$ cat src/hw/rtl/dmm_ram.sv
// ============================================================================
// dmm_ram
// Generic single-write, single-read RAM with a registered read port.
// ============================================================================
`default_nettype none

module dmm_ram #(
    parameter int WIDTH = 32,
    parameter int DEPTH = 64
) (
    input  logic                     clk,
    input  logic                     we,
    input  logic [$clog2(DEPTH)-1:0] waddr,
    input  logic [WIDTH-1:0]         wdata,
    input  logic                     re,
    input  logic [$clog2(DEPTH)-1:0] raddr,
    output logic [WIDTH-1:0]         rdata
);

    logic [WIDTH-1:0] mem [DEPTH];
    logic [WIDTH-1:0] rdata_reg;

    always_ff @(posedge clk)
    begin
        if (we)
        begin
            mem[waddr] <= wdata;
        end
        if (re)
        begin
            rdata_reg <= mem[raddr];
        end
    end

    assign rdata = rdata_reg;

endmodule

`default_nettype wire

$ cat config.mk
export PLATFORM = sky130hd
export DESIGN_NAME = dmm_ram
export DESIGN_NICKNAME = d
export VERILOG_FILES = /design/src/hw/rtl/dmm_ram.sv
export SDC_FILE = /design/constraint.sdc
export NUM_CORES = 2
export LEC_CHECK = 0
export CORE_UTILIZATION = 25
export CTS_CLUSTER_SIZE = 14
export DETAILED_ROUTE_END_ITERATION = 10
export DONT_BUFFER_PORTS = 1
export GPL_TIMING_DRIVEN = 0
export HOLD_SLACK_MARGIN = 0.02
export REMOVE_ABC_BUFFERS = 1
export SLEW_MARGIN = 10
export SYNTH_ARGS = -nofsm -noshare
export SYNTH_HDL_FRONTEND = slang
export SYNTH_SLANG_ARGS = --single-unit
$ cat constraint.sdc
create_clock -name clk -period 3.9 [get_ports clk]
set_input_delay 0.195 -clock clk [delete_from_list [all_inputs] [get_ports clk]]
set_output_delay 0.195 -clock clk [all_outputs]
set_load 0.02 [all_outputs]
## Word level (Yosys, flattened, before mapping)

Memories as Yosys holds them, arrays and structs flattened. A register that Yosys moved wholly into a read port is not among the register bits.
Cells that the tools add are included.

| cells by class | value |
|---|---|
| muxes and demuxes | 2 |

Operators with widths:

| operator | number |
|---|---|
| $mux 1 | 2 |

| storage, ports and cells | value |
|---|---|
| register bits after elaboration | 0 |
| bits in writable memories | 2,048 |
| bits of input ports | 47 |
| logic and storage cells | 3 |
| memories | 1 |

Memories:

| memory | depth | width | rd ports | clocked after memory_dff | write ports | line | source |
|---|---|---|---|---|---|---|---|
| mem | 64 | 32 | 1 | 1 | 1 | 20 | `logic [WIDTH-1:0] mem [DEPTH];` |

## Longest topological paths before layout

| depth | value |
|---|---|
| depth in word-level cells | 2 |
| mapped depth | 10 |
| gate-level depth less buffers | 5 |

## Worst setup path after synthesis

OpenSTA, ideal clock, no wires.

| timing path | value |
|---|---|
| path kind | input to register |
| start | input port waddr[3] |
| end | memory mem[48][0] (enable) |
| arrival time | 2.894 ns |
| required time | 3.439 ns |
| setup slack | 0.545 ns |
| stages on the path | 4 |
| buffers on the path | 1 |
| cell sequence | clkbuf_1 -> nor2b_1 -> nand4b_1 -> nor3_1 |

RTL lines:

| what | line | source |
|---|---|---|
| start, declared | 13 | `input logic [$clog2(DEPTH)-1:0] waddr,` |
| end, declared | 20 |  |

No word-level cell before the write port.

==> results_dict.tcl <==
set metrics [dict create \
    outcome "finished with violations" \
    violations "max-slew violations" \
    drc 0 \
    grt_overflow 0 \
    min_path_type "in -> reg" \
    clk_pin_slew_worst_paths_ns 0.06 \
    grt_pass1_vias 37268 \
    crit_path_start_kind "input pin" \
    drive_gt1_share_pct 27.7 \
    rows 205 \
    drv_slew 131 \
    clock_skew_ns 0.0592 \
    ys_seq_elements 2080 \
    setup_viol 0 \
    clock-sinks 2080 \
    cts-htree-levels 4 \
    worstSkewPairLatency_ns 0.85 \
    die_area_um2 318000 \
    ff2ff_setup_slack_ns 1.08 \
    die_y_um 564 \
    ir_drop_mv 0.371 \
    cp-end-kind "register" \
    relSlewSlack_pct -12.9 \
    coreArea_um2 313000 \
    p_leak_nw 28.0 \
    grt_usage_pct 12.6 \
    vias_per_cell 4.62 \
    root_buffer "clkbuf_16" \
    crit_required_ns 4.46 \
    first_iter_violations 3830 \
    setup_tns_ns 0 \
    powerDensity_nw_per_um2 489 \
    synth_area_leader_cell "edfxtp_1" \
    antenna_found_initial 15 \
    grt_max_degree 514 \
    yosysTopAreaCellShare_pct 79.2 \
    numPortBuffers 0 \
    cp.arrival_ns 4.04 \
    whs_ns 0.0673 \
    synth_edf_count 2080 \
    antenna_left 0 \
    syn-instance-count 3324 \
    yosysWarnings 0 \
    hold_end "rdata[4]$_DFFE_PP_" \
    vias 36197 \
    synth_top_flop_cell "edfxtp_1" \
    wirelength_mm 202 \
    synthDistinctLibCells 33 \
    r2r-end "rdata[0]$_DFFE_PP_" \
    gp_congestion 0.759 \
    min_path_cells 3 \
    max_cap_violations 0 \
    hpwl_mm 116 \
    seq_area_frac_synth_pct 79.2 \
    critPathKind "in -> reg" \
    cp_max_fo 153 \
    synthArstFlopShare_pct 0 \
    cts_tree "yes" \
    clock_path_buffers 3 \
    period_minus_slack_ns 3.48 \
    pre_cts_ws_ns 0.503 \
    start_util_pct 25.2 \
    worst_pin_slew_ns 1.69 \
    wl_per_cell_um 25.8 \
    synth_area_um2 78800 \
    cts_buffers 191 \
    fp.dieW_um 564 \
    syn_avg_cell_area_um2 23.7 \
    finalCritPeriodShare_pct 89.2 \
    final-hold-violation-count 0 \
    grt_pass1_wl_mm 284 \
    layout.nets 3567 \
    hp-start "raddr[3]" \
    netlist_top_cells_area "edfxtp_1, mux4_2, mux2i_1" \
    reg2reg_from "mem[11][0]$_DFFE_PP_" \
    dr.pass1.iters 6 \
    reg2regPathDepth 7 \
    ioPinCount 79 \
    fmax_mhz 287 \
    synthToLayoutAreaGrowth_pct 18.5 \
    grt_setup_unrepaired "no" \
    setup_ws_ns 0.420 \
    largest_reg_flops 2048 \
]
## power breakdown
part / total, mW / internal [mW] / switching [mW]
combinational: 2.07 / 0.905 / 1.17
sequential: 24.9 / 24.8 / 0.127
clock: 18.7 / 10.5 / 8.25
## synth_stat cells, types with 5 or more instances
| master | number |
|---|---|
| o221ai_1 | 27 |
| clkbuf_1 | 74 |
| nand3_1 | 5 |
| buf_1 | 21 |
| a311oi_1 | 8 |
| nor2_1 | 137 |
| o22ai_1 | 84 |
| nor3_1 | 7 |
| buf_6 | 5 |
| nand3b_1 | 5 |
| mux4_2 | 544 |
| edfxtp_1 | 2080 |
| nand2b_1 | 8 |
| mux2i_1 | 93 |
| a22oi_1 | 12 |
| buf_2 | 57 |
| nand2_1 | 26 |
| a21oi_1 | 62 |
| buf_4 | 25 |
| nor2b_1 | 15 |
## final cells by class
class                           count  area (um2)
Antenna cell                       11        27.5
Clock buffer                      237        4990
Clock inverter                    113        1230
Fill cell                       29581      219000
Multi-Input combinational cell   1062       16000
Sequential cell                  2080       62500
Tap cell                         4140        5180
Timing Repair Buffer              185        3580
## metal layers
metal	up-vias	GRT usage (%)	part of all wire, %
li1	14692	-	-
met1	19807	15.7	39
met2	1415	21.7	51
met3	277	2.23	6.6
met4	6	4.51	3.7
met5	-	0	0.018
## cell usage in the layout (no fill, tap or decap), drive strengths merged
master and instances:
mux2i 93, a31oi 1, a21oi 62, or2 3, a41o 4, nor2b 15
a22oi 12, o221ai 27, dlygate4sd3 51, nand3b 5, inv 4, o32ai 4
nand2b 8, clkinvlp 2, diode 11, mux4 544, buf 134, nand2 26
nand3 5, nor3 7, o22ai 84, bufinv 20, a311oi 8, clkinv 87
nand4b 1, or3b 5, and3 4, or3 3, nor2 137, nand4 2
and2 2, clkbuf 237, edfxtp 2080
## per-stage QoR
stage	instances	utilization [%]	power, mW	area (um2)
6_report	7828	29.9	45.7	93500
5_1_grt	7821	29.9	46.9	93400
4_1_cts	7812	29.8	45.9	93300
3_5_place_dp	7377	27.4	26.8	85600
3_3_place_gp	7282	26.6	26.7	83100
2_1_floorplan	3142	-	26.3	77900
## kinds of logic (layout without fill, tap and decap cells)
logic type | count (synthesis) | count (layout) | synth area share, %
AO/OA/AOI/OAI | 202 | 202 | 1.67
buffers and inverters | 182 | 535 | 1.12
multiplexers | 637 | 637 | 16.7
other | 0 | 11 | 0
flip-flops | 2080 | 2080 | 79.2
AND/OR/NAND/NOR | 223 | 223 | 1.26
## repair_timing
action                    4_1_cts  5_1_grt
resized for setup               0        0
buffers inserted                0        0
hold endpoints to repair     2256        1
hold buffers                   85        1
## worst max-delay path, cell delays in order
cell     delay, ns
buf_16        0.69
buf_16        0.66
mux4_2        0.60
mux4_2        0.52
o22ai_1       0.74
nor2_1        0.14
## worst max path at each step
stage                                     from                    to  slack [ns]  cells after the start
after detailed placement              raddr[2]   rdata[18]$_DFFE_PP_        0.50                      5
after floorplan                             we  mem[48][0]$_DFFE_PP_        0.70                      3
after CTS                 mem[11][0]$_DFFE_PP_    rdata[0]$_DFFE_PP_        1.09                      7
after global routing                  raddr[0]    rdata[1]$_DFFE_PP_        0.32                      6
after global placement                      we  mem[48][7]$_DFFE_PP_       -2.23                      3
final                                 raddr[0]    rdata[1]$_DFFE_PP_        0.42                      6
No activity file was read; power rests on OpenSTA's default activity.
