--- config.mk ---
export PLATFORM = sky130hd
export DESIGN_NAME = dmm_mac
export DESIGN_NICKNAME = d
export VERILOG_FILES = /design/src/hw/rtl/dmm_pkg.sv /design/src/hw/rtl/dmm_mac.sv
export SDC_FILE = /design/constraint.sdc
export NUM_CORES = 2
export LEC_CHECK = 0
export BUFFER_PORTS_ARGS = -buffer_cell sky130_fd_sc_hd__clkbuf_2
export CAP_MARGIN = 10
export CORE_MARGIN = 4
export CORE_UTILIZATION = 30
export DETAILED_ROUTE_END_ITERATION = 16
export GPL_ROUTABILITY_DRIVEN = 0
export REMOVE_ABC_BUFFERS = 1
export SLEW_MARGIN = 30
export SYNTH_ARGS = -nofsm -noshare
export SYNTH_HDL_FRONTEND = slang
export SYNTH_SLANG_ARGS = --single-unit
--- constraint.sdc ---
create_clock -name clk -period 8.3 [get_ports clk]
set_input_delay 2.075 -clock clk [delete_from_list [all_inputs] [get_ports clk]]
set_output_delay 2.075 -clock clk [all_outputs]
set_load 0.01 [all_outputs]
--- src/hw/rtl/dmm_pkg.sv ---
// ============================================================================
// dmm_pkg
// Shared types and constants of the dense matrix multiply core.
// ============================================================================
`default_nettype none

package dmm_pkg;

    // Default sizing of the core.
    localparam int MAX_DIM_DEF   = 8;
    localparam int FRAC_BITS_DEF = 16;

    // Fixed field widths on the ports.
    localparam int IDX_W     = 3;
    localparam int VAL_W     = 32;
    localparam int SIZE_W    = 4;
    localparam int CFG_IDX_W = 2;
    localparam int OP_W      = 2;
    localparam int S_TDATA_W = 40;
    localparam int M_TDATA_W = 40;
    localparam int PROD_W    = 2 * VAL_W;

    // Register indexes of the configuration channel.
    localparam logic [CFG_IDX_W-1:0] REG_LEFT_ROWS    = 2'd0;
    localparam logic [CFG_IDX_W-1:0] REG_INNER_LENGTH = 2'd1;
    localparam logic [CFG_IDX_W-1:0] REG_RIGHT_COLS   = 2'd2;

    localparam logic [SIZE_W-1:0] SIZE_RESET = 4'd8;

    // Request kinds carried on s_tuser.
    typedef enum logic [OP_W-1:0] {
        OP_LOAD_LEFT  = 2'd0,
        OP_LOAD_RIGHT = 2'd1,
        OP_COMPUTE    = 2'd2
    } op_t;

    typedef enum logic [1:0] {
        ST_IDLE,
        ST_RUN,
        ST_WAIT
    } seq_state_t;

    // Store write strobes from the sequencer.
    typedef struct packed {
        logic left;
        logic right;
    } wr_t;

    // One multiply-accumulate step issued to the datapath.
    typedef struct packed {
        logic             valid;
        logic             first;
        logic             last;
        logic             elem_last;
        logic [IDX_W-1:0] row;
        logic [IDX_W-1:0] col;
    } issue_t;

    // One finished product element.
    typedef struct packed {
        logic [IDX_W-1:0] row;
        logic [IDX_W-1:0] col;
        logic [VAL_W-1:0] value;
        logic             sat;
        logic             last;
    } result_t;

endpackage

`default_nettype wire

--- src/hw/rtl/dmm_mac.sv ---
// ============================================================================
// dmm_mac
// Multiply-accumulate datapath with round-toward-zero and saturation.
// ============================================================================
`default_nettype none

module dmm_mac #(
    parameter int MAX_DIM   = dmm_pkg::MAX_DIM_DEF,
    parameter int FRAC_BITS = dmm_pkg::FRAC_BITS_DEF
) (
    input  logic                         clk,
    input  logic                         rst_n,
    input  dmm_pkg::issue_t              issue,
    input  logic [dmm_pkg::VAL_W-1:0]    a_data,
    input  logic [dmm_pkg::VAL_W-1:0]    b_data,
    output logic                         res_valid,
    input  logic                         res_ready,
    output dmm_pkg::result_t             res
);

    localparam int ACC_W = dmm_pkg::PROD_W + $clog2(MAX_DIM);
    localparam int Q_W   = ACC_W - FRAC_BITS;
    localparam int VW    = dmm_pkg::VAL_W;

    dmm_pkg::issue_t          d_tag_reg;
    dmm_pkg::issue_t          p_tag_reg;
    dmm_pkg::issue_t          a_tag_reg;
    dmm_pkg::issue_t          q_tag_reg;
    logic signed [dmm_pkg::PROD_W-1:0] prod;
    logic signed [dmm_pkg::PROD_W-1:0] p_reg;
    logic signed [ACC_W-1:0]  p_ext;
    logic signed [ACC_W-1:0]  acc_reg;
    logic signed [ACC_W-1:0]  acc_biased;
    logic        [Q_W-1:0]    q_reg;
    logic                     q_valid_reg;
    logic                     a_fin;
    logic                     in_range;

    // Store data arrives in the cycle after the issue.
    assign prod  = $signed(a_data) * $signed(b_data);
    assign p_ext = {{(ACC_W - dmm_pkg::PROD_W){p_reg[dmm_pkg::PROD_W-1]}}, p_reg};
    assign a_fin = a_tag_reg.valid && a_tag_reg.last;

    // Adding 2^F-1 to a negative sum turns the floor of the shift into truncation.
    assign acc_biased = acc_reg
                      + {{(ACC_W - FRAC_BITS){1'b0}}, {FRAC_BITS{acc_reg[ACC_W-1]}}};

    always_ff @(posedge clk or negedge rst_n)
    begin
        if (!rst_n)
        begin
            d_tag_reg   <= '0;
            p_tag_reg   <= '0;
            a_tag_reg   <= '0;
            q_tag_reg   <= '0;
            q_valid_reg <= 1'b0;
        end
        else
        begin
            d_tag_reg <= issue;
            p_tag_reg <= d_tag_reg;
            a_tag_reg <= p_tag_reg;
            if (a_fin)
            begin
                q_tag_reg   <= a_tag_reg;
                q_valid_reg <= 1'b1;
            end
            else if (res_ready)
            begin
                q_valid_reg <= 1'b0;
            end
        end
    end

    always_ff @(posedge clk)
    begin
        p_reg <= prod;
        if (p_tag_reg.valid)
        begin
            acc_reg <= p_tag_reg.first ? p_ext : acc_reg + p_ext;
        end
        if (a_fin)
        begin
            q_reg <= acc_biased[ACC_W-1:FRAC_BITS];
        end
    end

    // The quotient fits when every bit from bit 31 up equals the sign.
    assign in_range = (q_reg[Q_W-1:VW-1] == '0) || (q_reg[Q_W-1:VW-1] == '1);

    assign res_valid = q_valid_reg;

    always_comb
    begin
        res.row  = q_tag_reg.row;
        res.col  = q_tag_reg.col;
        res.last = q_tag_reg.elem_last;
        res.sat  = !in_range;
        if (in_range)
        begin
            res.value = q_reg[VW-1:0];
        end
        else if (q_reg[Q_W-1])
        begin
            res.value = {1'b1, {(VW - 1){1'b0}}};
        end
        else
        begin
            res.value = {1'b0, {(VW - 1){1'b1}}};
        end
    end

endmodule

`default_nettype wire

# ---- Word level (Yosys, flattened, before mapping)
# Cells that the tools add are included.
dict set report totals {
  latch_bits 0
  inputBits 77
  mem_count 0
  romBits 0
  regBits 219
  elab_cells 38
  ram_bits 0
}
dict set report op_classes {
  n_shift 0
  n_mul 1
  n_div 0
  bitwise_logic 0
  n_reduce_logical 5
  magnitude_cmp 0
  n_eq_ne 1
  n_addsub 2
  mux 5
}
# operator count
set op_table {}
lappend op_table {{$add A67 B16 Y67} 1}
lappend op_table {{$add A67 B64 Y67} 1}
lappend op_table {{$mux W67} 1}
lappend op_table {{$mul A32 B32 Y64} 1}
lappend op_table {{$mux W32} 2}
lappend op_table {{$eq A20 B20 Y1 const B} 1}
lappend op_table {{$logic_not A20 Y1} 1}
lappend op_table {{$mux W1} 2}
lappend op_table {{$reduce_bool A2 Y1} 1}
lappend op_table {{$logic_and A1 B1 Y1} 1}
lappend op_table {{$logic_not A1 Y1} 1}
lappend op_table {{$logic_or A1 B1 Y1} 1}

# ---- Depth between registers and ports, before layout
dict set report logic_depth {
  ltp_word 3
  ltp_mapped 29
  ltp_nobuf 28
}

# ---- Worst setup path before layout
# No wires, ideal clock.
dict set report synth_timing {
  path_type {input to register}
  from {in a_data[31] (netlist name)}
  to {reg p_reg[60] (netlist name)}
  path_stages 29
  path_slack_ns -0.864
  setup_time_ns 0.122
  arrival_ns 9.041
  path_buffers 2
  cell_sequence {clkbuf_1 -> nand2_1 -> inv_1 -> fa_1 -> inv_1 -> fa_1 -> fa_1 -> inv_1 -> fa_1 -> inv_1 -> fa_1 -> inv_1 -> fa_1 -> inv_1 -> fa_1 -> inv_1 -> fa_1 -> ha_1 -> clkbuf_1 -> a21oi_1 -> o21ai_0 -> a21oi_1 -> nor2b_1 -> o21ai_0 -> nand2b_1 -> a21oi_1 -> nor2b_1 -> o21ai_0 -> a21boi_1}
}
dict set report synth_between {
  elab_chain_cells 1
}
# element line
set synth_lines {}
lappend synth_lines {{start: declaration} dmm_mac.sv:14} ;# input logic [dmm_pkg::VAL_W-1:0] a_data,
lappend synth_lines {{$mul A32 B32 Y64} dmm_mac.sv:40} ;# assign prod = $signed(a_data) * $signed(b_data);
lappend synth_lines {{named net prod (one bit)} dmm_mac.sv:29} ;# logic signed [dmm_pkg::PROD_W-1:0] prod;
lappend synth_lines {{end signal: assignment} dmm_mac.sv:77} ;# p_reg <= prod;
lappend synth_lines {{end: declaration} dmm_mac.sv:30} ;# logic signed [dmm_pkg::PROD_W-1:0] p_reg;
# The timed path passes the listed nets, and every way through them passes these cells.
# A chain may end at the register's enable or synchronous reset.

# ---- Final worst setup path
dict set report layout_timing {
  from {in b_data[2] (netlist name)}
  to {reg p_reg[60] (netlist name)}
}
dict set report layout_between {
  elab_chain_cells 1
}
# element line
set layout_lines {}
lappend layout_lines {{start: declaration} dmm_mac.sv:15} ;# input logic [dmm_pkg::VAL_W-1:0] b_data,
lappend layout_lines {{$mul A32 B32 Y64} dmm_mac.sv:40}
lappend layout_lines {{named net prod (one bit)} dmm_mac.sv:29}
# The timed path passes the listed nets, and every way through them passes these cells.

==> flow_summary.json <==
{
  "outcome": "finished with violations",
  "violations": "setup timing",
  "multiInputGateArea_mm2": 0.03884,
  "cp-start-kind": "input port",
  "slew_headroom_pct": 46.23,
  "io_buffers": 117,
  "synth_cells": 5089,
  "wirelength_mm": 135.1,
  "yosys_most_used_dff": "edfxtp_1",
  "critPathRequiredTime_ns": 8.71,
  "ant_nets": 0,
  "yosysMostFrequentCell": "fa_1",
  "min_period_ns": 8.577,
  "rsz0062_at_grt": "true",
  "synth_commonest_cells": "fa_1 (1083), inv_1 (1017), nand2_1 (644)",
  "largest_reg_flops": 67,
  "skew_ns": 0.03859,
  "cp_common_cell": "fa_1",
  "critPathBufInv": 7,
  "grt_max_degree": 88,
  "cts-root-buf": "clkbuf_16",
  "cts.sinks": 219,
  "finalWorstSetupSlack_ns": -0.2766,
  "fmax_ghz": 0.1166,
  "yosysTopAreaCell": "fa_1",
  "cts.clk_slew.worst_paths_ns": 0.06,
  "core_area_mm2": 0.1591,
  "yosysWarnings": 0,
  "finalMaxSlewViolations": 0,
  "clk_path_buf_depth": 3,
  "firstDrtPassIters": 5,
  "cts.htree.levels": 1,
  "cp_top_family": "adder cells",
  "route.detailed.drc": 0,
  "start_util_pct": 30.32,
  "ios": 118,
  "numCtsBuffers": 21,
  "die-area_mm2": 0.1673,
  "area_growth_pct": 19.82,
  "holdBufCountCts": 0,
  "ys_seq_area_share_pct": 11.92,
  "cp.arrival_ns": 8.98,
  "cpPeakStageDelay_ns": 0.64,
  "grt_use_total_pct": 16.27,
  "setup_violations": 19,
  "yosysUniqueCellTypes": 78,
  "die_h_um": 409.0,
  "dr_total_vias": 35720,
  "final_layout_size_suffix_gt1_share_pct": 17.64,
  "die_width_um": 409.0,
  "maxCapViolCount": 0,
  "clock_latency_ns": 0.55,
  "syn_area_per_cell_um2": 9.479,
  "slowest_stage": "fa_2",
  "syn_area_mm2": 0.04824,
  "wire_per_inst_um": 17.57,
  "setup.worst_path.end_class": "flip-flop",
  "dp.final_hpwl_mm": 116.2,
  "avgViaCountPerCell": 4.648,
  "cts_tree": "yes",
  "finalHoldViolCount": 0,
  "synth-async-reset-ratio_pct": 16.89,
  "synthTopCellsByArea": "fa_1 (45%), inv_1 (7.9%), edfxtp_1 (7.3%)",
  "post-synth-top-area-fraction_pct": 44.95,
  "grt_overflow": 0,
  "regArea_mm2": 0.005756,
  "min_path_type": "reg2reg",
  "path_depth": 27,
  "rr_worst_depth": 11,
  "antenna_found_initial": 5,
  "n_fill_cell": 15830,
  "rows": 146,
  "path_class": "in2reg",
  "holdPathStages": 0,
  "crit_fanout": 7,
  "whs_ns": 0.3458,
  "first_iter_violations": 1880,
  "grt_pass1_vias": 39230,
  "ys_ff_latch": 219,
  "nets": 6948,
  "worst_pin_slew_ns": 0.8066,
  "grt_pass1_wl_mm": 218.2,
  "layout_worst_path_cycle_share_pct": 103.3,
  "synth_edf_count": 118
}
## cell type report
cell class	instances	share of cell area (%)
Inverter	1018	6.616
Timing Repair Buffer	668	10.37
Clock inverter	12	0.1840
Antenna cell	1	0.004330
Clock buffer	26	1.015
Tap cell	2146	4.646
Sequential cell	219	9.958
Multi-Input combinational cell	3595	67.20
## worst paths after layout
check / endpoint / slack (ns) / startpoint
hold reg to reg: p_tag_reg[6]$_DFF_PN0_ / 0.35 / d_tag_reg[6]$_DFF_PN0_
setup / recovery: p_reg[60]$_DFF_P_ / -0.28 / b_data[2]
hold / removal: p_tag_reg[6]$_DFF_PN0_ / 0.35 / d_tag_reg[6]$_DFF_PN0_
max in group asynchronous: p_tag_reg[8]$_DFF_PN0_ / 6.08 / rst_n
min in group asynchronous: res[0]$_DFFE_PN0P_ / 1.64 / rst_n
setup reg to reg: acc_reg[64]$_DFFE_PP_ / 4.39 / acc_reg[36]$_DFFE_PP_
## cell families after synthesis
family,count (synthesis),synth area share [%]
AO/OA/AOI/OAI,545,7.048
XOR/XNOR,172,3.123
adder cells (fa/ha/maj),1348,51.82
buffers and inverters,1275,9.945
flip-flops,219,11.92
multiplexers,14,0.3191
AND/OR/NAND/NOR,1516,15.82
## cell usage in the layout, fill, tap and decap left out, types with 29 or more instances in the layout
cell type     n
ha_1        237
buf_6        54
fa_1       1032
a21o_1       82
inv_1       998
clkbuf_16    29
buf_12       49
dfxtp_1      64
xor2_1       67
o21ai_0     138
nand3_1      40
dfrtp_1      35
buf_4       433
xnor2_1      99
fa_2         51
edfxtp_1    118
and2_1      513
nor2_1      103
nand2_1     622
nand4_1      46
clkbuf_2     90
a21oi_1     108
## stage by stage
stage / cell area (um^2) / setup TNS (ns) / std cells / util [%] / setup slack [ns]
finish: 57800 / -3.110 / 7685 / 36.32 / -0.2766
global route: 57790 / -7.056 / 7684 / 36.32 / -0.4433
floorplan: 47260 / -5.179 / 4832 / - / -0.5549
detailed placement: 54580 / -36.55 / 7572 / 34.30 / -1.364
CTS: 57080 / -2.208 / 7667 / 35.87 / -0.2239
global placement: 54570 / -34.51 / 7572 / 34.30 / -1.258
## timing repair
item / 4_1_cts / 5_1_grt
gates cloned: 3 / 1
gates resized for setup: 314 / 137
setup endpoints to repair: 36 / 37
pin swaps: 192 / 107
setup buffers: 59 / 22
## metal layers
layer,vias to the layer above,share of wire [%],GRT usage (%),wire (um)
met4,2,2.8,4.024,3820
met3,175,5.0,1.565,6731
met2,910,48,28.07,65010
met1,18320,44,21.99,59490
met5,-,0.0052,0,7
li1,16320,-,-,-
Power is not shown: default switching activity piles up to over one toggle a cycle in this logic, so the estimate is an artifact.
