<file path="src/hw/rtl/dmm_pkg.sv">
// ============================================================================
// dmm_pkg
// Shared types and constants of the dense matrix multiply core.
// ============================================================================
`default_nettype none

package dmm_pkg;

    // Default sizing of the core.
    localparam int MAX_DIM_DEF   = 8;
    localparam int FRAC_BITS_DEF = 16;

    // Fixed field widths on the ports.
    localparam int IDX_W     = 3;
    localparam int VAL_W     = 32;
    localparam int SIZE_W    = 4;
    localparam int CFG_IDX_W = 2;
    localparam int OP_W      = 2;
    localparam int S_TDATA_W = 40;
    localparam int M_TDATA_W = 40;
    localparam int PROD_W    = 2 * VAL_W;

    // Register indexes of the configuration channel.
    localparam logic [CFG_IDX_W-1:0] REG_LEFT_ROWS    = 2'd0;
    localparam logic [CFG_IDX_W-1:0] REG_INNER_LENGTH = 2'd1;
    localparam logic [CFG_IDX_W-1:0] REG_RIGHT_COLS   = 2'd2;

    localparam logic [SIZE_W-1:0] SIZE_RESET = 4'd8;

    // Request kinds carried on s_tuser.
    typedef enum logic [OP_W-1:0] {
        OP_LOAD_LEFT  = 2'd0,
        OP_LOAD_RIGHT = 2'd1,
        OP_COMPUTE    = 2'd2
    } op_t;

    typedef enum logic [1:0] {
        ST_IDLE,
        ST_RUN,
        ST_WAIT
    } seq_state_t;

    // Store write strobes from the sequencer.
    typedef struct packed {
        logic left;
        logic right;
    } wr_t;

    // One multiply-accumulate step issued to the datapath.
    typedef struct packed {
        logic             valid;
        logic             first;
        logic             last;
        logic             elem_last;
        logic [IDX_W-1:0] row;
        logic [IDX_W-1:0] col;
    } issue_t;

    // One finished product element.
    typedef struct packed {
        logic [IDX_W-1:0] row;
        logic [IDX_W-1:0] col;
        logic [VAL_W-1:0] value;
        logic             sat;
        logic             last;
    } result_t;

endpackage

`default_nettype wire

</file>
<file path="src/hw/rtl/dmm_seq.sv">
// ============================================================================
// dmm_seq
// Request sequencer: store writes and the row/column/inner walk of a compute.
// ============================================================================
`default_nettype none

module dmm_seq #(
    parameter int MAX_DIM = dmm_pkg::MAX_DIM_DEF
) (
    input  logic                                 clk,
    input  logic                                 rst_n,
    input  logic [dmm_pkg::SIZE_W-1:0]           left_rows,
    input  logic [dmm_pkg::SIZE_W-1:0]           inner_length,
    input  logic [dmm_pkg::SIZE_W-1:0]           right_cols,
    input  logic                                 in_valid,
    input  logic [dmm_pkg::OP_W-1:0]             in_op,
    input  logic [dmm_pkg::IDX_W-1:0]            in_row,
    input  logic [dmm_pkg::IDX_W-1:0]            in_col,
    output logic                                 in_ready,
    input  logic                                 elem_done,
    output dmm_pkg::wr_t                         wr,
    output logic [$clog2(MAX_DIM*MAX_DIM)-1:0]   wr_addr,
    output logic [$clog2(MAX_DIM*MAX_DIM)-1:0]   rd_left_addr,
    output logic [$clog2(MAX_DIM*MAX_DIM)-1:0]   rd_right_addr,
    output dmm_pkg::issue_t                      issue
);

    localparam int IW = $clog2(MAX_DIM);
    localparam int AW = $clog2(MAX_DIM * MAX_DIM);

    dmm_pkg::seq_state_t state_reg, state_next;
    logic [IW-1:0] i_reg, i_next;
    logic [IW-1:0] j_reg, j_next;
    logic [IW-1:0] k_reg, k_next;
    logic [IW-1:0] rlim_reg, rlim_next;
    logic [IW-1:0] klim_reg, klim_next;
    logic [IW-1:0] clim_reg, clim_next;
    logic          in_range;
    logic          elem_last;

    // Last valid index for a size register: zero acts as one, large values clip.
    function automatic logic [IW-1:0] last_index(input logic [dmm_pkg::SIZE_W-1:0] v);
        logic [IW-1:0] r;
        if (v == '0)
        begin
            r = '0;
        end
        else if (v > dmm_pkg::SIZE_W'(MAX_DIM))
        begin
            r = IW'(MAX_DIM - 1);
        end
        else
        begin
            r = IW'(v - dmm_pkg::SIZE_W'(1));
        end
        return r;
    endfunction

    assign in_range = ({1'b0, in_row} < (dmm_pkg::IDX_W + 1)'(MAX_DIM))
                   && ({1'b0, in_col} < (dmm_pkg::IDX_W + 1)'(MAX_DIM));
    assign wr_addr = AW'(in_row) * AW'(MAX_DIM) + AW'(in_col);
    assign rd_left_addr  = AW'(i_reg) * AW'(MAX_DIM) + AW'(k_reg);
    assign rd_right_addr = AW'(k_reg) * AW'(MAX_DIM) + AW'(j_reg);
    assign elem_last = (i_reg == rlim_reg) && (j_reg == clim_reg);

    always_ff @(posedge clk or negedge rst_n)
    begin
        if (!rst_n)
        begin
            state_reg <= dmm_pkg::ST_IDLE;
            i_reg     <= '0;
            j_reg     <= '0;
            k_reg     <= '0;
            rlim_reg  <= '0;
            klim_reg  <= '0;
            clim_reg  <= '0;
        end
        else
        begin
            state_reg <= state_next;
            i_reg     <= i_next;
            j_reg     <= j_next;
            k_reg     <= k_next;
            rlim_reg  <= rlim_next;
            klim_reg  <= klim_next;
            clim_reg  <= clim_next;
        end
    end

    always_comb
    begin
        state_next = state_reg;
        i_next     = i_reg;
        j_next     = j_reg;
        k_next     = k_reg;
        rlim_next  = rlim_reg;
        klim_next  = klim_reg;
        clim_next  = clim_reg;
        in_ready   = 1'b0;
        wr         = '0;
        issue      = '0;

        unique case (state_reg)
            dmm_pkg::ST_IDLE:
            begin
                in_ready = 1'b1;
                if (in_valid)
                begin
                    unique case (dmm_pkg::op_t'(in_op))
                        dmm_pkg::OP_LOAD_LEFT:
                        begin
                            wr.left = in_range;
                        end
                        dmm_pkg::OP_LOAD_RIGHT:
                        begin
                            wr.right = in_range;
                        end
                        dmm_pkg::OP_COMPUTE:
                        begin
                            rlim_next  = last_index(left_rows);
                            klim_next  = last_index(inner_length);
                            clim_next  = last_index(right_cols);
                            i_next     = '0;
                            j_next     = '0;
                            k_next     = '0;
                            state_next = dmm_pkg::ST_RUN;
                        end
                        default:
                        begin
                        end
                    endcase
                end
            end

            dmm_pkg::ST_RUN:
            begin
                issue.valid     = 1'b1;
                issue.first     = (k_reg == '0);
                issue.last      = (k_reg == klim_reg);
                issue.elem_last = elem_last;
                issue.row       = dmm_pkg::IDX_W'(i_reg);
                issue.col       = dmm_pkg::IDX_W'(j_reg);
                if (k_reg == klim_reg)
                begin
                    k_next     = '0;
                    state_next = dmm_pkg::ST_WAIT;
                end
                else
                begin
                    k_next = k_reg + IW'(1);
                end
            end

            dmm_pkg::ST_WAIT:
            begin
                // The element has left the datapath; step to the next one.
                if (elem_done)
                begin
                    if (elem_last)
                    begin
                        state_next = dmm_pkg::ST_IDLE;
                    end
                    else if (j_reg == clim_reg)
                    begin
                        j_next     = '0;
                        i_next     = i_reg + IW'(1);
                        state_next = dmm_pkg::ST_RUN;
                    end
                    else
                    begin
                        j_next     = j_reg + IW'(1);
                        state_next = dmm_pkg::ST_RUN;
                    end
                end
            end

            default:
            begin
                state_next = dmm_pkg::ST_IDLE;
            end
        endcase
    end

endmodule

`default_nettype wire

</file>
<file path="config.mk">
export PLATFORM = sky130hd
export DESIGN_NAME = dmm_seq
export DESIGN_NICKNAME = d
export VERILOG_FILES = /design/src/hw/rtl/dmm_pkg.sv /design/src/hw/rtl/dmm_seq.sv
export SDC_FILE = /design/constraint.sdc
export NUM_CORES = 1
export LEC_CHECK = 0
export ABC_AREA = 1
export BUFFER_PORTS_ARGS = -buffer_cell sky130_fd_sc_hd__clkbuf_2
export CAP_MARGIN = 20
export CORE_AREA = 2 2 56 58
export CTS_CLUSTER_SIZE = 30
export DETAILED_ROUTE_END_ITERATION = 8
export DIE_AREA = 0 0 58 60
export GPL_TIMING_DRIVEN = 0
export PLACE_DENSITY = 0.8
export SETUP_SLACK_MARGIN = 0.2
export SYNTH_ARGS = -nofsm -noshare
export SYNTH_HDL_FRONTEND = slang
export SYNTH_SLANG_ARGS = --single-unit
</file>
<file path="constraint.sdc">
create_clock -name clk -period 2.2 [get_ports clk]
set_input_delay 0.11 -clock clk [delete_from_list [all_inputs] [get_ports clk]]
set_output_delay 0.11 -clock clk [all_outputs]
set_load 0.03 [all_outputs]
</file>
-- Yosys cells after proc, flatten, opt, wreduce, memory -nomap -nowiden
Cells that the tools add are included.
- input port bits: 24
- register bits: 20
- logic and storage cells: 76
- output and inout bits: 31
- muxes and demuxes: 30
- equal/unequal tests: 13
- $lt $le $gt $ge: 3
- reductions and logical operators: 14
- $add $sub $neg: 9
- operator list (kind ; number):
    two-way mux 3 bit ; 15
    adder 6 x 3 -> 6 bit ; 3
    case mux 3 bit (2 select lines) ; 3
    > comparator 4 bit, second input constant ; 3
    zero test 4 bit ; 3
    two-way mux 2 bit ; 6
    two-way mux 10 bit ; 1
    != test 2 bit, second input constant ; 5
    adder 3 x 1 -> 3 bit, second input constant ; 3
    == test 3 bit ; 3
    subtractor 3 x 1 -> 3 bit, second input constant ; 3
    case mux 2 bit (3 select lines) ; 1
    AND reduction 3 bit ; 2
    AND reduction 6 bit ; 1
    AND reduction 5 bit ; 1
    == test 2 x 1 -> 1 bit, second input constant ; 2
    == test 2 bit, second input constant ; 2
    zero test 2 bit ; 2
    two-way mux 1 bit ; 4
    AND reduction 4 bit ; 1
    nonzero test 2 bit ; 2
    zero test 3 bit ; 1
    != test 2 x 1 -> 1 bit, second input constant ; 1
    logical AND 1 bit ; 1

-- Longest topological paths before layout
Gate-level depths: netlist of run 1.
- word-level depth: 5
- mapped depth: 9
- gate-level depth less buffers: 9

-- Worst setup path before layout of run 1
Ideal clock, no wire load.
- path type: register -> output
- from: register state_reg[1]
- to: output issue[6] (netlist bit)
- path buffers: 0
- arrival: 1.876 ns
- path slack: 0.214 ns
- cell stages (with the launch flop): 4
- required time: 2.090 ns
- cell sequence: dfrtp_1 > nor2_4 > inv_2 > nor4_1
- RTL lines (what ; line ; source):
    from (decl) ; dmm_seq.sv:31 ; dmm_pkg::seq_state_t state_reg, state_next;
    from (signal assigned) ; dmm_seq.sv:70 ; state_reg <= dmm_pkg::ST_IDLE;
    from (signal assigned) ; dmm_seq.sv:80 ; state_reg <= state_next;
    to (decl) ; dmm_seq.sv:25 ; output dmm_pkg::issue_t issue

==> qor.yml, run 1 <==
status: "completed"
first_pass_iters: 4
rsz0062_at_grt: "no"
r2r_slack_ns: 0.85
numPortBuffers: 48
synth_top_family_by_area: "simple AND/OR/NAND/NOR gates"
power.density_nw_per_um2: 1140
place_inst: 269
cts.path.max_buffers: 2
drc: 0
min_path_type: "in -> reg"
synth_area_leader_cell: "dfrtp_1"
muxShareOfSynthArea_pct: 0
p_seq_share_pct: 33.2
hpwl_mm: 2.16
arrival_ns: 1.67
fmax_mhz: 563
dieArea_um2: 3480
cpMaxStageDelayCell: "dfrtp_1"
finalSetupTns_ns: 0
globalplace.congestion: 0.761
clkLatencyLatePin_ns: 0.31
crit_path_start_kind: "register"
rows: 20
p_comb_share_pct: 55.8
synth_nets: 219
synth_xor_area_share_pct: 5.61
min_from: "elem_done"
root_buffer: "clkbuf_4"
path_buf_inv: 2
synth.top_cells.by_area: "dfrtp_1, nand2_1, inv_1"
grt_max_degree: 21
switching_share_pct: 50.2
finalCriticalPeriod_ns: 1.78
synth_seq_cells: 20
core_um2: 2900
critPathCaptureType: "output pin"
worstPathRequired_ns: 2.09
synth.distinct_cells: 23
drtIter0Drc: 22
synth-simple-area-share_pct: 30.2
initial_utilization_pct: 48.4
p_leak_nw: 0.990
antenna_left: 0
syn_inst: 188
setup_violations: 0
reg2reg_to: "j_reg[2]$_DFFE_PN0P_"
p_clk_share_pct: 11.0
num_antenna_cells: 0
clock-sinks: 20
path_depth: 4
nets: 273
grt_pass1_vias: 1134
num_vias: 1296
syn_area_per_cell_um2: 7.47
cp_max_fo: 10
synth_top_area_share_pct: 35.7
ios: 55
cts.htree.levels: 1
grt_overflow_total: 0
synth_warnings: 0
cp_top_family: "simple AND/OR/NAND/NOR gates"
synth_edf_count: 0
syn_area_um2: 1400
cts_tree: "built"
worst_pin_slew_ns: 0.503
grt.total_usage_pct: 17.8
final_hold_viol_count: 0
synth-seq-area-share_pct: 35.7
fin_cells: 274
fin_crit_sh_pct: 80.7
skew_ns: 0.00329
grt_pass1_wl_mm: 4.82
wirelength_mm: 2.70
synth-adder-area-share_pct: 6.24
slowest_delay_ns: 0.48
cts.clk_slew.worst_paths_ns: 0.11
viasPerCell: 4.73
syn_to_final_growth_pct: 23.8
worstPathCellList: "nor2_4, inv_2, nor4_2, clkbuf_2"
critPathLaunch: "state_reg[1]$_DFFE_PN0P_"
numCtsBuffers: 3
synthArstFlopShare_pct: 100
synthFlopType: "dfrtp_1"
report.final.slew_viol_count: 0
antenna_found_initial: 0
r2r.worst_path.cells: 9
relSlewSlack_pct: 66.5
max-cap-violations: 0
reg2reg_from: "i_reg[0]$_DFFE_PN0P_"
critPathCapture: "issue[6]"
drive_gt1_share_pct: 32.0
die_x_um: 58
avgRoutedWirePerCell_um: 9.86
fp.dieH_um: 60
p_int_mw: 0.988
switching_power_mw: 0.996
crit_type: "reg -> out"
synth_compound_area_share_pct: 7.75
peakVddDrop_mv: 0.861
-- area by class of cell --
type,instances,area (um2)
buffer,9,67.6
clock buffer,4,36.3
fill,276,1160
inverter,36,136
multi-input combinational,123,706
sequential,20,500
tap,33,41.3
timing repair buffer,49,250
-- worst min path at each step --
| stage | slack (ns) | end | depth (start not counted) |
|---|---|---|---|
| 3_5_place_dp | 0.10 | klim_reg[1]$_DFFE_PN0P_ | 1 |
| 6_report | 0.05 | state_reg[1]$_DFFE_PN0P_ | 2 |
| 4_1_cts | 0.04 | state_reg[1]$_DFFE_PN0P_ | 2 |
| 3_3_place_gp | 0.1 | klim_reg[1]$_DFFE_PN0P_ | 1 |
| 5_1_grt | 0.05 | state_reg[1]$_DFFE_PN0P_ | 2 |
| 2_1_floorplan | -0.19 | clim_reg[0]$_DFFE_PN0P_ | 0 |
-- cells in the final DEF, fill, tap and decap left out, types with 6 or more instances in the layout --
master,n
clkbuf_2,48
nand2_1,36
inv_1,32
nor2_1,25
dfrtp_1,20
nand3_1,10
buf_4,9
o21ai_1,7
o21ai_0,7
ha_1,7
xnor2_1,6
-- kinds of logic (layout without fill, tap and decap cells) --
group / after synthesis / count (layout)
and+or+nand+nor: 86 / 86
AOI/OAI and AO/OA: 21 / 21
adders and majority gates: 7 / 7
xor gates and xnor gates: 9 / 9
DFF: 20 / 20
buffers and inverters: 45 / 98
-- power by group through the flow --
stage               Sequential, mW  Combinational [mW]  Clock (mW)
floorplan                    0.712               0.788           0
finish                       0.659                1.11       0.218
global placement             0.660                1.08           0
global route                 0.680                1.24       0.237
CTS                          0.658                1.11       0.225
detailed placement           0.667                1.11           0
-- synth_stat cells, drive strengths merged (3+ instances only) --
| library cell | n |
|---|---|
| dfrtp | 20 |
| xor2 | 3 |
| xnor2 | 6 |
| a21oi | 4 |
| o22ai | 3 |
| ha | 7 |
| o21ai | 14 |
| nand2 | 41 |
| nand4 | 3 |
| buf | 9 |
| nand3 | 13 |
| inv | 35 |
| nor2 | 28 |
-- metal layers --
metal	track usage [%]	up-vias	share of wire, %
met5	0	-	0
met1	22.0	583	47
met3	3.90	2	4.3
met2	30.5	29	47
met4	6.31	0	1.1
li1	-	682	-
-- metrics by stage --
| step | hold WS, ns | setup slack (ns) | area [um2] | util, % | total power, mW |
|---|---|---|---|---|---|
| after global placement | 0.0999 | 0.714 | 1690 | 58.1 | 1.74 |
| after global routing | 0.0520 | 0.258 | 1740 | 59.9 | 2.15 |
| after floorplan | -0.186 | 0.214 | 1400 | - | 1.50 |
| after CTS | 0.0372 | 0.370 | 1730 | 59.7 | 2.00 |
| after detailed placement | 0.105 | 0.730 | 1690 | 58.1 | 1.77 |
| final | 0.0473 | 0.424 | 1740 | 59.9 | 1.98 |
-- repair_timing --
| item | CTS | global route |
|---|---|---|
| hold buffers | 1 | 0 |
| hold endpoints to repair | 20 | 0 |
| endpoints found under the setup margin | 0 | 1 |
| setup buffers | 0 | 0 |
| gates resized for setup | 0 | 1 |
No activity file was read; power rests on OpenSTA's default activity.
==> run 2: changes to the inputs <==
--- a/config.mk
+++ b/config.mk
@@ -8,12 +8,12 @@
 export ABC_AREA = 1
 export BUFFER_PORTS_ARGS = -buffer_cell sky130_fd_sc_hd__clkbuf_2
 export CAP_MARGIN = 20
-export CORE_AREA = 2 2 56 58
+export CORE_AREA = 2 2 60 62
 export CTS_CLUSTER_SIZE = 30
 export DETAILED_ROUTE_END_ITERATION = 8
-export DIE_AREA = 0 0 58 60
+export DIE_AREA = 0 0 62 64
 export GPL_TIMING_DRIVEN = 0
-export PLACE_DENSITY = 0.8
+export PLACE_DENSITY = 0.74
 export SETUP_SLACK_MARGIN = 0.2
 export SYNTH_ARGS = -nofsm -noshare
 export SYNTH_HDL_FRONTEND = slang
==> constraint.sdc (replaced) <==
create_clock -name clk -period 1.5 [get_ports clk]
set_input_delay 0.075 -clock clk [delete_from_list [all_inputs] [get_ports clk]]
set_output_delay 0.075 -clock clk [all_outputs]
set_load 0.03 [all_outputs]
==> qor.yml, run 2 (synthesized netlist as in run 1, its figures left out) <==
status: "finished, violations left"
violations: "negative setup slack"
syn_to_final_growth_pct: 67.0
skew_ns: 0.00772  # +0.00444 ns
fillers: 230  # -17%
globalplace.congestion: 0.743  # -2.4%
num_antenna_cells: 0  # unchanged
numPortBuffers: 48  # unchanged
avgRoutedWirePerCell_um: 12.8  # +30%
wirelength_mm: 4.07  # +51%
relSlewSlack_pct: 65.9  # -0.59 points
total_power_mw: 4.32  # +120%
antenna_left: 0  # unchanged
cts.clk_slew.worst_paths_ns: 0.12  # about the same
placed_area_um2: 1730  # +2.9%
dieArea_um2: 3970  # +14%
fmax_mhz: 608
rows: 21  # +5.0%
fin_ws_ns: -0.145  # -0.569 ns
cpMaxStageDelayCell: "dfrtp_1"
crit_type: "reg -> out"
die_x_um: 62  # +6.9%
final_common_cell: "clkbuf_2"
whs_ns: 0.00125  # -0.0460 ns
hpwl_mm: 2.23  # +3.4%
arrival_ns: 1.57  # -0.10 ns
drtIter0Drc: 90  # +310%
power.density_nw_per_um2: 1840  # +61%
initial_utilization_pct: 42.7  # -5.6 points
cts.htree.levels: 1  # unchanged
peakVddDrop_mv: 0.628  # -27%
worst_pin_slew_ns: 0.512  # +0.00890 ns
antenna_found_initial: 0  # unchanged
cp_max_fo: 3  # -7
layout_common_cells: "clkbuf_2, buf_4, inv_1"
fp.dieH_um: 64  # +6.7%
root_buffer: "clkbuf_4"
grt_pass1_vias: 1381  # +22%
path_buf_inv: 1  # -1
core_um2: 3280  # +13%
cts_tree: "built"
cts.path.max_buffers: 2  # unchanged
grt_overflow_total: 0  # unchanged
report.final.slew_viol_count: 0  # unchanged
setup_violations: 1  # +1
finalSetupTns_ns: -0.145  # -0.145 ns
p_leak_nw: 1.22  # +23%
finalCriticalPeriod_ns: 1.64
slowest_delay_ns: 0.44  # -0.04 ns
grt_max_degree: 21  # unchanged
cp_top_family: "flip-flops"
p_int_mw: 2.33  # +140%
first_pass_iters: 5  # +1
num_vias: 1513  # +17%
worstPathRequired_ns: 1.42  # -0.67 ns
p_seq_share_pct: 22.4  # -11 points
rsz0062_at_grt: "yes"
ios: 55  # unchanged
min_path_type: "in -> reg"
nets: 303  # +11%
numCtsBuffers: 3  # unchanged
worstPathCellList: "xnor2_2, nand3_2, nor4_4, clkbuf_8"
fin_crit_sh_pct: 110
drc: 0  # unchanged
final_hold_viol_count: 0  # unchanged
p_clk_share_pct: 10.5  # -0.5 points
pre_cts_ws_ns: 0.142  # -0.589 ns
viasPerCell: 4.77  # +0.91%
crit_path_start_kind: "register"
critPathCaptureType: "output pin"
clock-sinks: 20  # unchanged
clkLatencyLatePin_ns: 0.32  # about the same
switching_share_pct: 46.0  # -4.2 points
grt.total_usage_pct: 19.2  # +1.4 points
drive_gt1_share_pct: 56.8  # +25 points
p_comb_share_pct: 67.0  # +11 points
switching_power_mw: 1.99  # +99%
grt_pass1_wl_mm: 5.78  # +20%
max-cap-violations: 0  # unchanged
finalInstanceArea_um2: 2340  # +35%
run 2: changes by cell type in the layout (fill, tap and decap cells not counted), moves of 11 or more:
| cell | change |
|---|---|
| buf_4 | +21 |
| clkbuf_2 | -14 |
| nand2_1 | -14 |
| buf_6 | +12 |
| nand2_2 | +11 |
run 2: worst register-to-register path, cell delays in order, from the launching register on:
cell	delay [ns]
dfrtp_1	0.41
buf_4	0.14
nor2_4	0.12
buf_6	0.12
nand3_4	0.16
nand2_4	0.17
nand2_4	0.11
nand2_1	0.08
o21ai_1	0.07
run 2: area by class of cell:
class                           count  area [um2]  share of cell area [%]
Clock inverter                      1        30.0                    1.28
Buffer                              9        67.6                    2.88
Sequential cell                    20         512                    21.8
Multi-Input combinational cell    123         886                    37.8
Inverter                           36         150                    6.40
Tap cell                           46        57.6                    2.45
Clock buffer                        3        22.5                   0.961
Timing Repair Buffer               79         619                    26.4
run 2: per-stage QoR:
stage | utilization [%] | std cells
floorplan | - | 188
global placement | 52.8 | 282
detailed placement | 52.8 | 282
CTS | 67.3 | 310
global route | 71.4 | 317
finish | 71.4 | 317
run 2: final timing paths:
kind,slack (ns),cells after the start,to,startpoint
worst max register to register,0.01,8,j_reg[2]$_DFFE_PN0P_,state_reg[0]$_DFFE_PN0P_
max in group asynchronous,0.87,2,i_reg[0]$_DFFE_PN0P_,rst_n
min in group asynchronous,0.24,2,k_reg[0]$_DFFE_PN0P_,rst_n
worst min register to register,0.52,2,klim_reg[2]$_DFFE_PN0P_,klim_reg[2]$_DFFE_PN0P_
worst max-delay path,-0.14,4,issue[6],clim_reg[1]$_DFFE_PN0P_
worst min-delay path,0.001,2,state_reg[1]$_DFFE_PN0P_,elem_done
run 2: per-layer routing:
metal  GRT usage (%)  wire length [um]
met5               0                 0
met4            7.45               110
met3            2.02               184
met2            33.9              2190
met1            22.7              1590
run 2: what timing repair did:
action                                  4_1_cts  5_1_grt
setup buffers                                23        7
pin swaps                                    19       18
resized for setup                            69       28
hold buffers                                  1        0
hold endpoints to repair                     20        0
endpoints found under the setup margin       19       33
run 2: power groups by stage:
stage          combinational [mW]  clock, mW  sequential (mW)
5_1_grt                      3.11      0.476            0.991
2_1_floorplan                1.21          0             1.05
3_5_place_dp                 1.70          0            0.968
4_1_cts                      2.51      0.450            0.940
6_report                     2.90      0.456            0.968
3_3_place_gp                 1.67          0            0.962
